==> config.mk <==
export PLATFORM = sky130hd
export DESIGN_NAME = scwp_cell
export DESIGN_NICKNAME = d
export VERILOG_FILES = /design/src/hw/rtl/scwp_pkg.sv /design/src/hw/rtl/scwp_cell.sv
export SDC_FILE = /design/constraint.sdc
export NUM_CORES = 1
export LEC_CHECK = 0
export BUFFER_PORTS_ARGS = -buffer_cell sky130_fd_sc_hd__buf_4
export CORE_ASPECT_RATIO = 0.8
export CORE_MARGIN = 5
export CORE_UTILIZATION = 35
export CTS_CLUSTER_DIAMETER = 60
export CTS_CLUSTER_SIZE = 28
export DETAILED_ROUTE_END_ITERATION = 12
export PLACE_DENSITY = 0.71
export SLEW_MARGIN = 30
export SYNTH_ARGS = -nofsm -noshare
export SYNTH_HDL_FRONTEND = slang
export SYNTH_SLANG_ARGS = --single-unit
==> constraint.sdc <==
create_clock -name clk -period 5.7 [get_ports clk]
set_input_delay 1.14 -clock clk [delete_from_list [all_inputs] [get_ports clk]]
set_output_delay 1.14 -clock clk [all_outputs]
set_load 0.02 [all_outputs]
==> src/hw/rtl/scwp_pkg.sv <==
package scwp_pkg;

	localparam int MAX_RECTS = 256;
	localparam int EVT_CAP   = 2 * MAX_RECTS;
	localparam int CNT_W     = $clog2(EVT_CAP + 1);
	localparam int POS_W     = 16;
	localparam int SCORE_W   = 29;
	localparam int TOT_W     = SCORE_W + $clog2(MAX_RECTS + 1) + 1;
	localparam int DIM_W     = 14;
	localparam int OFF_W     = 13;
	localparam logic [OFF_W-1:0] OFFSET_MAX = 13'd8191;

	localparam logic [DIM_W-1:0] WIDTH_RESET  = 14'd640;
	localparam logic [DIM_W-1:0] HEIGHT_RESET = 14'd480;
	localparam logic REG_WIDTH  = 1'b0;
	localparam logic REG_HEIGHT = 1'b1;

	typedef enum logic [1:0] {
		CELL_HOLD,
		CELL_INSERT,
		CELL_SHIFT
	} cell_op_t;

	typedef struct packed {
		cell_op_t                   op;
		logic signed [POS_W-1:0]    new_pos;
		logic signed [SCORE_W-1:0]  new_score;
	} cell_ctl_t;

	typedef enum logic [1:0] {
		ST_IDLE,
		ST_INS2,
		ST_SCAN
	} state_t;

endpackage

==> src/hw/rtl/scwp_cell.sv <==
module scwp_cell import scwp_pkg::*; (
	input  logic                       clk,
	input  cell_ctl_t                  ctl,
	input  logic                       valid,
	input  logic                       left_valid,
	input  logic                       left_gt,
	input  logic signed [POS_W-1:0]    left_pos,
	input  logic signed [SCORE_W-1:0]  left_score,
	input  logic signed [POS_W-1:0]    right_pos,
	input  logic signed [SCORE_W-1:0]  right_score,
	output logic signed [POS_W-1:0]    pos,
	output logic signed [SCORE_W-1:0]  score,
	output logic                       gt
);

	logic signed [POS_W-1:0]   pos_q;
	logic signed [SCORE_W-1:0] score_q;

	// flag an entry that sorts after the new event
	assign gt    = valid && (pos_q > ctl.new_pos);
	assign pos   = pos_q;
	assign score = score_q;

	// insert: shift right past the gap, new event in it; shift: move left
	always_ff @(posedge clk) begin
		case (ctl.op)
			CELL_INSERT: begin
				if (left_gt) begin
					pos_q   <= left_pos;
					score_q <= left_score;
				end else if (gt || (!valid && left_valid)) begin
					pos_q   <= ctl.new_pos;
					score_q <= ctl.new_score;
				end
			end
			CELL_SHIFT: begin
				pos_q   <= right_pos;
				score_q <= right_score;
			end
			default: begin
			end
		endcase
	end

endmodule

==> results of run 1 <==
## worst reg2reg max path, stage by stage, from the launching register on
cell and delay, ps:
edfxtp_1 410, ha_1 340, nand4_1 150, or4_1 560, a21o_1 180, and3_4 180
o41ai_4 320, buf_4 530
## kinds of logic (layout without fill, tap and decap cells)
logic type,count (synthesis),after routing
simple gates,62,62
flops,45,45
compound gates,61,61
fa+ha+maj,16,16
mux,45,45
buf+inv,34,216
## path summary, 6_finish.rpt
kind	startpoint	to	slack [ps]	depth (start not counted)
min	right_score[26]	score[26]	1130	3
max	ctl[44]	gt	1490	9
min reg2reg	pos[15]	score[0]	1530	5
max reg2reg	pos[15]	score[13]	2640	7
## through the flow
| step | instance area (um2) | utilization [%] |
|---|---|---|
| 6_report | 4342 | 57.91 |
| 5_1_grt | 4342 | 57.91 |
| 4_1_cts | 4342 | 57.91 |
| 3_5_place_dp | 4265 | 56.89 |
| 2_1_floorplan | 2723 | - |
| 3_3_place_gp | 4223 | 56.33 |
## synth_stat cells, types with 2 or more instances
library cell / number / area (um2)
nor2b_1: 2 / 12.51
nand2_1: 49 / 183.9
a21oi_1: 7 / 35.03
clkbuf_1: 11 / 41.29
a21o_1: 2 / 15.01
o21ai_1: 46 / 230.2
o21ai_0: 2 / 10.01
buf_2: 4 / 20.02
edfxtp_1: 45 / 1351
ha_1: 16 / 200.2
inv_1: 19 / 71.32
nor2_1: 4 / 15.01
nand4_1: 3 / 18.77
mux2i_1: 45 / 450.4
## metal layers
metal  vias to the layer above  global-route usage, %  routed length (um)
met5                         -                      0                   0
met4                         0                  3.440                  59
met3                         5                  4.668                 650
met2                        99                  28.83                4119
met1                      1092                  18.74                3175
li1                       1307                      -                   -
## power by group
group	internal (mW)	switching [mW]
combinational	0.148	0.141
clock	0.0828	0.0978
sequential	0.409	0.0126
total	0.640	0.252
## cells in the final DEF, fill, tap and decap left out
cell / instances
buf_4: 188
nand2_1: 49
o21ai_1: 46
mux2i_1: 45
edfxtp_1: 45
inv_1: 19
ha_1: 16
a21oi_1: 7
clkbuf_8: 5
nor2_1: 4
nand4_1: 3
a21o_1: 2
o21ai_0: 2
nor2b_4: 1
a22oi_1: 1
nor2b_1: 1
o211ai_1: 1
or4_1: 1
and3_4: 1
a31oi_1: 1
nor3_1: 1
nand2b_1: 1
o41ai_4: 1
clkinv_1: 1
clkbuf_1: 1
buf_16: 1
buf_8: 1
## state kept, by name (all words and copies together) (netlist names)
name   cells
pos       16
score     29
## area by class of cell
type / instances / area share, %
clock buffers: 6 / 1.671
clock inverters: 1 / 0.08646
inverters: 19 / 1.643
multi-input cells: 184 / 28.96
flip-flops and latches: 45 / 31.12
well taps: 105 / 3.026
repair buffers: 190 / 33.49
==> out/qor.csv, run 1 <==
stage,metric,value,unit
drt,ant_nets,0,
timing,final.setup.tns,0,ps
global_routing,grt_pass1_vias,2540,
synthesis,syn_inst,263,
global_routing,grt_start_max_net_pins,47,
worst_hold_path,hold_class,in -> reg,
floorplanning,die_y,88.89,um
floorplanning,die_w,108.6,um
clock_tree,post_cts_resized,0,
cells_and_area,layout-drive-gt1-share,44.49,%
synthesis,synth_top_family_by_area,multiplexers,
cells_and_area,stdcell_count,550,
synthesis,ys_seq_area_share,49.63,%
worst_setup_path,critPathLaunchType,primary input,
synthesis,syn-num-nets,420,
drt,drt-total-wl,8004,um
synthesis,yosys.area_share.simple,9.559,%
run_status,outcome,finished clean,
synthesis,synth-compound-area-share,12.04,%
clock_tree,numClockSinks,45,
placement,place_ws,1495,ps
worst_setup_path,path_class,in -> out,
placement,portBuffers,186,
synthesis,synth_xor_area_share,0,%
floorplanning,design.die.area,9654,um2
worst_setup_path,end_kind,output port,
worst_setup_path,cp_max_fo,3,
power,max-vdd-ir-drop,0.09300,mV
drt,drt-initial-drc-count,94,
floorplanning,io_pins,187,
placement,gp_congestion,0.8053,
global_routing,track_usage,15.89,%
drt,wl_per_cell,14.55,um
synthesis,synthAdderAreaFrac,7.353,%
worst_setup_path,crit_top_cell,buf_4,
synthesis,synth_mux_area_share,16.54,%
power,power.leakage,2.085,nW
timing,rsz0062_at_grt,false,
worst_setup_path,crit_chain,buf_4 > inv_1 > ha_1 > nand4_1 > or4_1 > a21o_1 > a31oi_1 > nor3_1 > buf_4,
timing,finClkSkew,7.030,ps
worst_setup_path,cpMaxStageDelayCell,or4_1,
synthesis,netlist_area,2723,um2
clock_tree,cts_setup_buffers,0,
timing,hold_viol,0,
timing,fin_crit,4209,ps
synthesis,postSynthAreaPerCell,10.35,um2
global_routing,grt_overflow,0,
power,powerDensity,205.3,nW/um2
power,design_power_total,0.8914,mW
clock_tree,cts_buffer_depth,2,
synthesis,synthDistinctLibCells,22,
timing,post-route-period-util,73.84,%
timing,setup_viol,0,
synthesis,yosys_warnings,0,
worst_setup_path,path_buf_inv,3,
clock_tree,cts.reportedPaths.clkPinSlew,80,ps
drt,vias,2503,
synthesis,ys.flop_type,edfxtp_1,
worst_setup_path,crit_arrival,3070,ps
clock_tree,cts_buffers,5,
floorplanning,initial_core_util,36.32,%
synthesis,synth-seq-cells,45,
timing,hold_ws,1129,ps
clock_tree,cts_tree,yes,
placement,placed_cells,543,
worst_setup_path,critPathRequiredTime,4560,ps
timing,drv_slew,0,
clock_tree,clk_latency,290,ps
timing,worstMarginPinSlew,780.6,ps
floorplanning,core-area,7497,um2
clock_tree,root_buffer,clkbuf_8,
drt,vias_per_cell,4.551,
cells_and_area,multi_input_area,1257,um2
worst_setup_path,critical-path-top-delay-family,simple AND/OR/NAND/NOR gates,
cells_and_area,seqCellArea,1351,um2
placement,post-dp-hpwl,6630,um
drt,dr.pass1.iters,4,
synthesis,synth-edff-count,45,
global_routing,antenna_found_initial,0,
synthesis,synthArstFlopShare,0,%
timing,relSlewSlack,47.96,%
cells_and_area,antennaDiodeCount,0,
cells_and_area,finish.net_count,602,
timing,fin_ws,1491,ps
clock_tree,hold_buffers,0,
cells_and_area,syn_to_final_growth,59.47,%
floorplanning,rows,28,
timing,fmax,237.6,MHz
job,maxCapViolCount,0,
global_routing,grt_pass1_wl,12010,um
worst_setup_path,max_stage_delay,560,ps
cells_and_area,n_fill_cell,698,
drt,drc,0,
clock_tree,ctsHtreeMaxLevel,2,
No activity file was read; power rests on OpenSTA's default activity.
==> inputs of run 2 (changes only) <==
==> constraint.sdc (replaced) <==
create_clock -name clk -period 3.7 [get_ports clk]
set_input_delay 0.74 -clock clk [delete_from_list [all_inputs] [get_ports clk]]
set_output_delay 0.74 -clock clk [all_outputs]
set_load 0.02 [all_outputs]
==> run 2 against run 1 <==
Net effect: critical path depth stayed put; die area is the same; register-to-register slack lost 1600 ps; worst setup slack worse by 1100 ps; critical path type unchanged; critical endpoint unchanged.
==> out/qor.csv, run 2 (synthesis results as in run 1) <==
stage,metric,value,unit,change
power,power.leakage,2.091,nW,was 2.085 nW
cells_and_area,finish.net_count,603,,was 602
timing,worstMarginPinSlew,486.7,ps,was 780.6 ps
placement,gp_congestion,0.7594,,was 0.8053
global_routing,track_usage,17.08,%,was 15.89%
worst_setup_path,r2r-end,score[14],,was score[13]
clock_tree,cts_tree,yes,,unchanged
clock_tree,cts.reportedPaths.clkPinSlew,90,ps,was 80 ps
floorplanning,design.die.area,9654,um2,unchanged
placement,portBuffers,186,,unchanged
timing,relSlewSlack,67.21,%,was 47.96%
timing,finClkSkew,5.230,ps,was 7.030 ps
cells_and_area,final_common_cell,buf_4,,unchanged
power,powerDensity,331.0,nW/um2,was 205.3 nW/um2
drt,ant_nets,0,,unchanged
clock_tree,post_cts_resized,0,,unchanged
global_routing,grt_pass1_vias,2695,,was 2540
worst_setup_path,rr_worst_depth,7,,unchanged
worst_hold_path,whs_endpoint,score[7],,was score[26]
cells_and_area,n_fill_cell,663,,was 698
worst_setup_path,cp_max_fo,2,,was 3
timing,rsz0062_at_grt,false,,unchanged
placement,placed_cells,544,,was 543
floorplanning,core-area,7497,um2,unchanged
clock_tree,hold_buffers,0,,unchanged
timing,fin_crit,3345,ps,
drt,dr.pass1.iters,4,,unchanged
cells_and_area,multi_input_area,1345,um2,was 1257 um2
clock_tree,numClockSinks,45,,unchanged
cells_and_area,seqCellArea,1351,um2,unchanged
clock_tree,cts_buffer_depth,2,,unchanged
worst_hold_path,min_from,right_score[7],,was right_score[26]
timing,fmax,299.0,MHz,
drt,wl_per_cell,15.00,um,was 14.55 um
worst_setup_path,critPathRequiredTime,2960,ps,was 4560 ps
cells_and_area,layout-drive-gt1-share,48.32,%,was 44.49%
worst_setup_path,crit_start,ctl[38],,was ctl[44]
worst_hold_path,hold_class,in -> reg,,unchanged
worst_setup_path,critPathLaunchType,primary input,,unchanged
placement,post-dp-hpwl,6849,um,was 6630 um
global_routing,antenna_found_initial,0,,unchanged
clock_tree,clk_latency,290,ps,about the same
clock_tree,ctsHtreeMaxLevel,2,,unchanged
placement,place_ws,386.8,ps,was 1495 ps
clock_tree,root_buffer,clkbuf_8,,unchanged
drt,drt-total-wl,8282,um,was 8004 um
timing,final.setup.tns,0,ps,unchanged
floorplanning,io_pins,187,,unchanged
cells_and_area,largest_reg_flops,29,,unchanged
timing,fin_ws,355.0,ps,was 1491 ps
global_routing,grt_pass1_wl,12770,um,was 12010 um
cells_and_area,final_cell_mix,"buf_4 (190), nand2_1 (49), o21ai_1 (46), mux2i_1 (45), edfxtp_1 (45)",,"was buf_4 (188), nand2_1 (49), o21ai_1 (46), mux2i_1 (45), edfxtp_1 (45)"
worst_setup_path,end_kind,output port,,unchanged
floorplanning,rows,28,,unchanged
run_status,outcome,finished clean,,unchanged
clock_tree,cts_setup_buffers,0,,unchanged
timing,post-route-period-util,90.40,%,
worst_setup_path,r2r-start,pos[9],,was pos[15]
clock_tree,cts_buffers,5,,unchanged
timing,hold_viol,0,,unchanged
floorplanning,die_y,88.89,um,unchanged
power,max-vdd-ir-drop,0.1548,mV,was 0.09300 mV
cells_and_area,stdcell_count,552,,was 550
drt,drt-initial-drc-count,97,,was 94
cells_and_area,syn_to_final_growth,64.20,%,was 59.47%
drt,drc,0,,unchanged
worst_hold_path,hold_depth,3,,unchanged
cells_and_area,utilization,59.63,%,was 57.91%
drt,vias_per_cell,4.710,,was 4.551
drt,vias,2600,,was 2503
job,maxCapViolCount,0,,unchanged
timing,drv_slew,0,,unchanged
global_routing,grt_start_max_net_pins,77,,was 47
timing,setup_viol,0,,unchanged
cells_and_area,antennaDiodeCount,0,,unchanged
worst_setup_path,path_class,in -> out,,unchanged
floorplanning,initial_core_util,36.32,%,unchanged
global_routing,grt_overflow,0,,unchanged
timing,hold_ws,720.4,ps,was 1129 ps
floorplanning,die_w,108.6,um,unchanged
worst_setup_path,crit_arrival,2600,ps,was 3070 ps
worst_setup_path,r2r_slack,1030,ps,was 2640 ps
[run 2: cell count changes in the layout (fill, tap and decap cells not counted), moves of 2 or more]
cell / delta
ha_1: -7
buf_4: +2
inv_2: +4
inv_4: +3
inv_1: -8
ha_4: +7
[run 2: how the worst max path moves through the flow]
stage | endpoint | slack (ps) | cells past startpoint
after floorplan | pos[0] | -170 | 7
final | gt | 360 | 9
after global routing | gt | 320 | 9
after detailed placement | gt | 390 | 9
after global placement | gt | 490 | 9
after CTS | gt | 380 | 9
[run 2: area by class of cell]
class                   instances  share of cell area, %
well taps                     105                  2.939
multi-input cells             184                  30.09
flip-flops and latches         45                  30.23
repair buffers                191                  32.35
clock buffers                   5                  1.539
inverters                      19                  1.931
clock inverters                 3                 0.9236
[run 2: power by group]
group	internal [mW]	leakage [nW]	switching (mW)	total, mW
combinational	0.238	1.60	0.223	0.460
clock	0.199	0.0518	0.168	0.367
sequential	0.629	0.439	0.0231	0.652
[run 2: stage by stage]
stage / power, mW / area (um2)
floorplan: 0.8858 / 2836
global placement: 1.119 / 4360
detailed placement: 1.130 / 4360
CTS: 1.504 / 4471
global route: 1.563 / 4471
finish: 1.480 / 4471
[run 2: layer usage]
layer	vias to the layer above	global-route usage, %	share of wire [%]
met1	1155	19.17	36
li1	1306	-	-
met3	10	6.783	11
met4	0	4.472	1.1
met5	-	0	0
met2	129	30.45	52
[run 2: worst max-delay path, cell delays in order]
cell and delay, ps:
buf_4 120, inv_8 30, ha_4 250, nand4_1 120, or4_1 530, a21o_1 190
a31oi_1 320, nor3_1 100, buf_4 180
==> inputs of run 3 (changes only) <==
--- a/config.mk
+++ b/config.mk
@@ -6,7 +6,7 @@
 export NUM_CORES = 1
 export LEC_CHECK = 0
 export BUFFER_PORTS_ARGS = -buffer_cell sky130_fd_sc_hd__buf_4
-export CORE_ASPECT_RATIO = 0.8
+export CORE_ASPECT_RATIO = 0.7
 export CORE_MARGIN = 5
 export CORE_UTILIZATION = 35
 export CTS_CLUSTER_DIAMETER = 60
==> run 3 against run 2 <==
Net effect: final cell count fell by 1.8%; clock-buffer cell count unchanged; combinational power shrank 1%; power fell by 6.0%; sequential share of layout area up 0.45 points; worst setup slack about the same; wire length down 0.86%; flip-flop and latch count did not move; hold slack gained 4.0 ps; highest routed layer unchanged.
==> out/qor.csv, run 3 (synthesis results as in run 1) <==
stage,metric,value,unit,change
placement,post-dp-hpwl,6736,um,was 6849 um
worst_setup_path,critPathLaunchType,primary input,,unchanged
cells_and_area,seqCellArea,1351,um2,unchanged
clock_tree,clk_latency,290,ps,about the same
worst_setup_path,crit_chain,buf_4 > inv_8 > ha_4 > nand4_1 > or4_1 > a21o_1 > a31oi_1 > nor3_1 > buf_4,,unchanged
drt,vias,2544,,was 2600
floorplanning,rows,26,,was 28
placement,portBuffers,186,,unchanged
drt,drc,0,,unchanged
power,power.leakage,2.071,nW,was 2.091 nW
timing,fmax,299.0,MHz,about the same
run_status,outcome,finished clean,,unchanged
power,max-vdd-ir-drop,0.1539,mV,was 0.1548 mV
drt,vias_per_cell,4.694,,was 4.710
cells_and_area,layout-drive-gt1-share,48.20,%,was 48.32%
floorplanning,design.die.area,9671,um2,was 9654 um2
worst_setup_path,max_stage_delay,520,ps,was 530 ps
timing,worstMarginPinSlew,810.4,ps,was 486.7 ps
timing,hold_ws,724.4,ps,was 720.4 ps
clock_tree,cts_setup_buffers,0,,unchanged
timing,post-route-period-util,90.40,%,about the same
placement,gp_congestion,0.8060,,was 0.7594
timing,rsz0062_at_grt,false,,unchanged
timing,fin_ws,355.1,ps,was 355.0 ps
power,powerDensity,315.8,nW/um2,was 331.0 nW/um2
worst_setup_path,end_kind,output port,,unchanged
cells_and_area,final_common_cell,buf_4,,unchanged
worst_setup_path,r2r-start,pos[11],,was pos[9]
timing,finClkSkew,5.487,ps,was 5.230 ps
timing,fin_crit,3345,ps,about the same
drt,ant_nets,0,,unchanged
worst_setup_path,cp_max_fo,2,,unchanged
cells_and_area,final_cell_mix,"buf_4 (190), nand2_1 (49), o21ai_1 (46), mux2i_1 (45), edfxtp_1 (45)",,unchanged
worst_setup_path,path_buf_inv,3,,unchanged
worst_setup_path,critical-path-top-delay-family,simple AND/OR/NAND/NOR gates,,unchanged
floorplanning,initial_core_util,36.55,%,was 36.32%
floorplanning,die_w,115.4,um,was 108.6 um
cells_and_area,syn_to_final_growth,61.81,%,was 64.20%
drt,drt-initial-drc-count,50,,was 97
cells_and_area,n_fill_cell,645,,was 663
cells_and_area,antennaDiodeCount,0,,unchanged
timing,drv_slew,0,,unchanged
worst_setup_path,path_class,in -> out,,unchanged
clock_tree,ctsHtreeMaxLevel,2,,unchanged
clock_tree,cts_buffer_depth,2,,unchanged
global_routing,grt_start_max_net_pins,91,,was 77
clock_tree,numClockSinks,45,,unchanged
timing,setup_viol,0,,unchanged
placement,place_ws,363.9,ps,was 386.8 ps
clock_tree,hold_buffers,0,,unchanged
drt,drt-total-wl,8211,um,was 8282 um
global_routing,grt_pass1_vias,2518,,was 2695
cells_and_area,utilization,59.14,%,was 59.63%
worst_hold_path,min_from,right_pos[0],,was right_score[7]
worst_setup_path,critPathRequiredTime,2960,ps,about the same
clock_tree,cts.reportedPaths.clkPinSlew,80,ps,was 90 ps
worst_hold_path,hold_class,in -> reg,,unchanged
drt,wl_per_cell,15.15,um,was 15.00 um
timing,relSlewSlack,45.98,%,was 67.21%
cells_and_area,multi_input_area,1345,um2,unchanged
clock_tree,cts_buffers,5,,unchanged
worst_setup_path,cpMaxStageDelayCell,or4_1,,unchanged
worst_setup_path,crit_arrival,2600,ps,about the same
worst_setup_path,crit_top_cell,buf_4,,unchanged
floorplanning,core-area,7450,um2,was 7497 um2
global_routing,grt_overflow,0,,unchanged
cells_and_area,largest_reg_flops,29,,unchanged
floorplanning,die_y,83.79,um,was 88.89 um
global_routing,antenna_found_initial,0,,unchanged
worst_setup_path,crit_start,ctl[38],,unchanged
drt,dr.pass1.iters,5,,was 4
placement,placed_cells,536,,was 544
global_routing,grt_pass1_wl,12360,um,was 12770 um
floorplanning,io_pins,187,,unchanged
clock_tree,root_buffer,clkbuf_8,,unchanged
timing,hold_viol,0,,unchanged
job,maxCapViolCount,0,,unchanged
cells_and_area,stdcell_count,542,,was 552
clock_tree,cts_tree,yes,,unchanged
global_routing,track_usage,16.19,%,was 17.08%
clock_tree,post_cts_resized,0,,unchanged
cells_and_area,finish.net_count,602,,was 603
## run 3: cell count changes in the layout (fill, tap and decap cells not counted)
cell,change
clkinv_1,-1
buf_12,-1
bufinv_16,-1
clkinvlp_4,-1
clkinv_2,+1
## run 3: cell type report
cell class                 instances  share of cell area, %
timing repair buffer             190                  32.38
multi-input combinational        184                  30.53
clock inverter                     1                 0.1136
tap                               98                  2.783
inverter                          19                  1.960
clock buffer                       5                  1.562
sequential                        45                  30.67
## run 3: final timing paths
check             depth (start not counted)  slack [ps]       end
setup / recovery                          9         360        gt
hold / removal                            3         720    pos[0]
setup reg to reg                          7         960  score[3]
hold reg to reg                           4        1360    pos[4]
## run 3: per-layer routing
layer / track usage (%) / part of all wire (%) / wire length (um)
met5: 0 / 0 / 0
met4: 3.838 / 0.73 / 60
met3: 5.652 / 12 / 968
met2: 27.47 / 47 / 3852
met1: 19.60 / 41 / 3329
## run 3: through the flow
| step | total power [mW] | instance area [um2] | setup TNS [ps] |
|---|---|---|---|
| floorplan | 0.8858 | 2836 | -7651 |
| global placement | 1.116 | 4332 | 0 |
| detailed placement | 1.127 | 4332 | 0 |
| CTS | 1.409 | 4405 | 0 |
| global route | 1.471 | 4405 | 0 |
| finish | 1.391 | 4405 | 0 |
## run 3: worst reg2reg max path: cells and delay by family, from the launching register on
kind | cells | cell delay (ps)
simple gates | 3 | 830
flops | 1 | 450
compound gates | 2 | 430
buf+inv | 1 | 400
fa+ha+maj | 1 | 300
## run 3: power by group
group	internal [mW]	switching, mW
registers	0.630	0.0229
clock network	0.125	0.159
logic	0.233	0.222
